File: src/rtl/pmc_pkg.sv
// ----------------------------------------------------------------------------
// pmc_pkg: shared types and constants of the pupil mask classifier
// Fixed-point widths, config register indexes, segment codes and the
// records that travel between the rotation and classification stages.
// ----------------------------------------------------------------------------
package pmc_pkg;

  // Subpixels per coarse cell along one axis
  localparam int SUBSAMPLE = 8;

  // Field widths
  localparam int SUB_W    = 9;
  localparam int CELL_W   = 6;
  localparam int CENTER_W = 16;
  localparam int TRIG_W   = 16;
  localparam int RAD_W    = 33;
  localparam int TAN_W    = 20;
  localparam int SHIFT_W  = 17;
  localparam int IDX_W    = 3;
  localparam int DATA_W   = 33;

  // Fixed-point bookkeeping
  localparam int COORD_FRAC = 10;
  localparam int TRIG_FRAC  = 14;
  localparam int XQ_W       = SUB_W + COORD_FRAC;
  localparam int D_W        = XQ_W + 2;
  localparam int PROD_W     = D_W + TRIG_W;
  localparam int SUM_W      = PROD_W + 1;
  localparam int ROT_W      = SUM_W - TRIG_FRAC;
  localparam int SQ_W       = 2 * ROT_W;
  localparam int R2_W       = SQ_W + 1;
  localparam int ARM_W      = ROT_W + 1;
  localparam int SPOKE_W    = ARM_W + TAN_W + 1;
  localparam int CONE_W     = ARM_W + TAN_W;
  localparam int YFIX_W     = ROT_W + TRIG_FRAC;
  localparam int ROUND_HALF = 1 << (TRIG_FRAC - 1);

  // Config register indexes
  typedef enum logic [IDX_W-1:0] {
    REG_CENTER_XY          = 3'd0,
    REG_COS_ROTATION       = 3'd1,
    REG_SIN_ROTATION       = 3'd2,
    REG_INNER_RADIUS_SQ    = 3'd3,
    REG_OUTER_RADIUS_SQ    = 3'd4,
    REG_TAN_SPIDER         = 3'd5,
    REG_SPIDER_OUTER_SHIFT = 3'd6,
    REG_SPIDER_INNER_SHIFT = 3'd7
  } cfg_reg_t;

  // Segment codes
  typedef enum logic [2:0] {
    SEG_NONE  = 3'd0,
    SEG_RIGHT = 3'd1,
    SEG_LEFT  = 3'd2,
    SEG_UP    = 3'd3,
    SEG_DOWN  = 3'd4
  } seg_t;

  // Configuration register file
  typedef struct packed {
    logic        [2*CENTER_W-1:0] center_xy;
    logic signed [TRIG_W-1:0]     cos_rotation;
    logic signed [TRIG_W-1:0]     sin_rotation;
    logic        [RAD_W-1:0]      inner_radius_sq;
    logic        [RAD_W-1:0]      outer_radius_sq;
    logic        [TAN_W-1:0]      tan_spider;
    logic signed [SHIFT_W-1:0]    spider_outer_shift;
    logic signed [SHIFT_W-1:0]    spider_inner_shift;
  } pmc_cfg_t;

  // Rotated point handed from the rotation unit to the classifier
  typedef struct packed {
    logic                    valid;
    logic signed [ROT_W-1:0] xr;
    logic signed [ROT_W-1:0] yr;
    logic [CELL_W-1:0]       cell_col;
    logic [CELL_W-1:0]       cell_row;
  } rot_t;

endpackage

File: src/rtl/pmc_rotate.sv
// ----------------------------------------------------------------------------
// pmc_rotate: offset and rotation of one subpixel
// Three stages: subtract center, form the four trig products, then sum and
// round the Q.24 results back to Q.10.
// ----------------------------------------------------------------------------
module pmc_rotate
  import pmc_pkg::*;
(
  input  logic              clk,
  input  logic              rst,
  input  logic              accept,
  input  logic [SUB_W-1:0]  sub_column,
  input  logic [SUB_W-1:0]  sub_row,
  input  pmc_cfg_t          cfg,
  output rot_t              rot
);

  logic [XQ_W-1:0]       xq;
  logic [XQ_W-1:0]       yq;
  logic [CENTER_W-1:0]   cx;
  logic [CENTER_W-1:0]   cy;

  logic                  v1;
  logic signed [D_W-1:0] dx1;
  logic signed [D_W-1:0] dy1;
  logic [CELL_W-1:0]     cc1;
  logic [CELL_W-1:0]     cr1;

  logic                     v2;
  logic signed [PROD_W-1:0] p_xc;
  logic signed [PROD_W-1:0] p_xs;
  logic signed [PROD_W-1:0] p_yc;
  logic signed [PROD_W-1:0] p_ys;
  logic [CELL_W-1:0]        cc2;
  logic [CELL_W-1:0]        cr2;

  logic signed [SUM_W-1:0]  sum_x;
  logic signed [SUM_W-1:0]  sum_y;

  // Scale indices to Q.10 and split the center word
  always_comb begin
    xq = XQ_W'((32'(sub_column) * 1024) / SUBSAMPLE);
    yq = XQ_W'((32'(sub_row) * 1024) / SUBSAMPLE);
    cx = cfg.center_xy[CENTER_W-1:0];
    cy = cfg.center_xy[2*CENTER_W-1:CENTER_W];
  end

  // Advance the valid chain
  always_ff @(posedge clk) begin
    if (rst) begin
      v1 <= 1'b0;
      v2 <= 1'b0;
    end else begin
      v1 <= accept;
      v2 <= v1;
    end
  end

  // Stage 1: offset by the center
  always_ff @(posedge clk) begin
    dx1 <= $signed({{(D_W-XQ_W){1'b0}}, xq}) - $signed({{(D_W-CENTER_W){1'b0}}, cx});
    dy1 <= $signed({{(D_W-XQ_W){1'b0}}, yq}) - $signed({{(D_W-CENTER_W){1'b0}}, cy});
    cc1 <= CELL_W'(sub_column / SUBSAMPLE);
    cr1 <= CELL_W'(sub_row / SUBSAMPLE);
  end

  // Stage 2: trig products
  always_ff @(posedge clk) begin
    p_xc <= dx1 * cfg.cos_rotation;
    p_xs <= dx1 * cfg.sin_rotation;
    p_yc <= dy1 * cfg.cos_rotation;
    p_ys <= dy1 * cfg.sin_rotation;
    cc2  <= cc1;
    cr2  <= cr1;
  end

  // Sum with half an LSB added, so the shift rounds half up
  always_comb begin
    sum_x = SUM_W'(p_xc) - SUM_W'(p_ys) + SUM_W'(ROUND_HALF);
    sum_y = SUM_W'(p_xs) + SUM_W'(p_yc) + SUM_W'(ROUND_HALF);
  end

  // Stage 3: rounded rotated coordinates
  always_ff @(posedge clk) begin
    if (rst) begin
      rot.valid <= 1'b0;
    end else begin
      rot.valid <= v2;
    end
    rot.xr       <= sum_x[SUM_W-1:TRIG_FRAC];
    rot.yr       <= sum_y[SUM_W-1:TRIG_FRAC];
    rot.cell_col <= cc2;
    rot.cell_row <= cr2;
  end

endmodule

File: config.mk
export PLATFORM = sky130hd
export DESIGN_NAME = pmc_rotate
export DESIGN_NICKNAME = d
export VERILOG_FILES = /design/src/rtl/pmc_pkg.sv /design/src/rtl/pmc_rotate.sv
export SDC_FILE = /design/constraint.sdc
export NUM_CORES = 2
export LEC_CHECK = 0
export BUFFER_PORTS_ARGS = -buffer_cell sky130_fd_sc_hd__buf_2
export CELL_PAD_IN_SITES_DETAIL_PLACEMENT = 1
export CELL_PAD_IN_SITES_GLOBAL_PLACEMENT = 1
export CORE_ASPECT_RATIO = 0.5
export CORE_MARGIN = 3
export CORE_UTILIZATION = 40
export DETAILED_ROUTE_END_ITERATION = 10
export PLACE_DENSITY = 0.71
export SLEW_MARGIN = 20
export SYNTH_ARGS = -nofsm -noshare
export SYNTH_HDL_FRONTEND = slang
export SYNTH_SLANG_ARGS = --single-unit
File: constraint.sdc
create_clock -name clk -period 19.1 [get_ports clk]
set_clock_uncertainty 0.15 [all_clocks]
set_input_delay 1.91 -clock clk [delete_from_list [all_inputs] [get_ports clk]]
set_output_delay 1.91 -clock clk [all_outputs]
set_load 0.01 [all_outputs]
==> flow_metrics.tcl <==
set metrics [dict create \
    async_flop_share_pct 0 \
    placed_area_mm2 0.0527 \
    timing.hold.ws_ns 0.177 \
    outcome "completed" \
    synthTopCellsByArea "fa_1 44%, ha_1 12%, dfxtp_1 9.8%" \
    drtAntennaViolNets 0 \
    min_period_ns 8.55 \
    netlist_area_mm2 0.0504 \
    post-route-util_pct 43.2 \
    synth_cell_types 79 \
    area_growth_pct 6.49 \
    worstMarginPinSlew_ns 1.14 \
    grt_max_degree 35 \
    first_global_vias 41000 \
    portBuffers 145 \
    grt_antenna_before_repair 14 \
    synth-edff-count 0 \
    worstPathArrival_ns 8.92 \
    final_cell_area_mm2 0.0537 \
    htree_levels 1 \
    fin_tns_setup_ns 0 \
    synth-seq-cells 247 \
    cap_viol_max_count 0 \
    drive_gt1_share_pct 5.27 \
    final_cell_mix "1,264 x inv_1, 1,104 x fa_1, 573 x nand2_1" \
    rsz0062_at_grt "no" \
    setup.worst_path.start "cfg[143]" \
    end_kind "flop" \
    worstPathRequired_ns 19.47 \
    mostFrequentLayoutCell "inv_1" \
    cts_tree "yes" \
    die_w_um 508 \
    drcViolationCount 0 \
    start_kind "primary input" \
    fp-row-count 91 \
    drt_iter0_drc 1984 \
    grtUsageTotal_pct 21.4 \
    max_freq_mhz 117 \
    dr.pass1.iters 5 \
    vias 35500 \
    syn_inst 5373 \
    die_h_um 257 \
    clockBufferDepth 3 \
    start_util_pct 40.6 \
    numCtsBuffers 28 \
    crit_type "in -> reg" \
    hold_path.class "reg -> reg" \
    grt_pass1_wl_um 223000 \
    clkSinkCount 247 \
    coreArea_mm2 0.124 \
    die_area_mm2 0.131 \
    hold_buffers 0 \
    cts_resized 0 \
    rr_startpoint "dy1[6]$_DFF_P_" \
    drv_slew 0 \
    gp_congestion 0.844 \
    fin_nets 7165 \
    clk-insertion-delay-late_ns 0.65 \
    synthFlopType "dfxtp_1" \
    dp_hpwl_um 104000 \
    syn_nets 7166 \
    synth_top_area_share_pct 43.8 \
    crit_fanout 34 \
    cts-root-buf "clkbuf_16" \
    period_share_pct 44.8 \
    totalWireLength_um 135000 \
    vias_per_cell 5.02 \
    clkTransAtPathRegs_ns 0.06 \
    grt_overflow 0 \
    yosysTopAreaCell "fa_1" \
    io_pins 266 \
    hold_start "cc2[0]$_DFF_P_" \
    relSlewSlack_pct 23.7 \
    synth_warnings 0 \
    ys_seq_area_share_pct 9.81 \
    wl_per_cell_um 19.1 \
    post_cts.repair.setup_buffers 0 \
    setup_viol 0 \
    hold_viol 0 \
    avgSynthCellArea_um2 9.38 \
]
cells in the mapped netlist, types with 15 or more instances:
| cell | count |
|---|---|
| inv_1 | 1264 |
| fa_1 | 1104 |
| nand2_1 | 573 |
| and2_1 | 530 |
| ha_1 | 484 |
| dfxtp_1 | 247 |
| clkbuf_1 | 203 |
| nor2_1 | 154 |
| xnor2_1 | 153 |
| a21oi_1 | 131 |
| a21o_1 | 65 |
| o21ai_0 | 57 |
| xor2_1 | 43 |
| nor3_1 | 34 |
| nand3_1 | 30 |
| o21a_1 | 29 |
| nand2b_1 | 28 |
| nor2b_1 | 25 |
| o21bai_1 | 19 |
| a211oi_1 | 16 |
| and3_1 | 15 |
| o21ai_1 | 15 |
sequential cells by signal (all words and copies together), names as in the netlist, 17 cells and up:
register / count
dx1: 17
dy1: 17
p_xc: 33
p_xs: 33
p_yc: 33
p_ys: 33
rot: 55
per-layer routing:
layer / share of wire, % / routed length [µm] / GRT usage [%]
met5: 0.029 / 39 / 0
met2: 45 / 60500 / 33.6
met4: 1.9 / 2520 / 3.77
met1: 47 / 63800 / 31.6
met3: 6.1 / 8290 / 3.44
cell type report:
cell class,instances,area (µm²)
Tap cell,1674,2090
Fill cell,14200,70500
Clock buffer,32,746
Multi-Input combinational cell,3649,39900
Timing Repair Buffer,180,988
Sequential cell,247,4960
Inverter,1266,4750
Clock inverter,17,215
Antenna cell,5,12.5
worst paths after layout:
check / end / slack (ns) / cells after the start
setup / recovery: p_yc[30]$_DFF_P_ / 10.55 / 22
hold / removal: rot[6]$_DFF_P_ / 0.18 / 0
setup reg to reg: p_yc[30]$_DFF_P_ / 11.61 / 22
hold reg to reg: rot[6]$_DFF_P_ / 0.18 / 0
per-stage QoR:
stage	setup WS [ns]	cells
final	10.55	7070
after global routing	10.30	7068
after CTS	10.73	7065
after detailed placement	10.06	7016
after global placement	10.14	7016
after floorplan	11.36	5373
worst max-delay path, cell delays in order:
cell	delay, ns
buf_2	0.69
nand2_1	0.19
fa_1	0.57
inv_1	0.05
fa_1	0.49
inv_1	0.05
fa_1	0.53
inv_1	0.06
fa_1	0.45
fa_1	0.49
inv_1	0.05
fa_1	0.47
inv_1	0.04
ha_1	0.38
and4_1	0.30
nand2_1	0.07
nor3_1	0.80
o2111ai_1	0.41
a21oi_1	0.31
o41ai_1	0.15
nor2b_1	0.17
xnor2_1	0.23
logic make-up after synthesis:
group | count (synthesis) | synth area share, %
adder cells (fa/ha/maj) | 1588 | 55.8
buffers and inverters | 1477 | 11.0
AND/OR/NAND/NOR | 1436 | 14.1
AO/OA/AOI/OAI | 426 | 5.69
flip-flops | 247 | 9.81
XOR/XNOR | 196 | 3.40
multiplexers | 3 | 0.0596
Power is left out: the tool's default activity adds up to more than one toggle a clock period on the data nets, which glitch-free logic cannot reach.
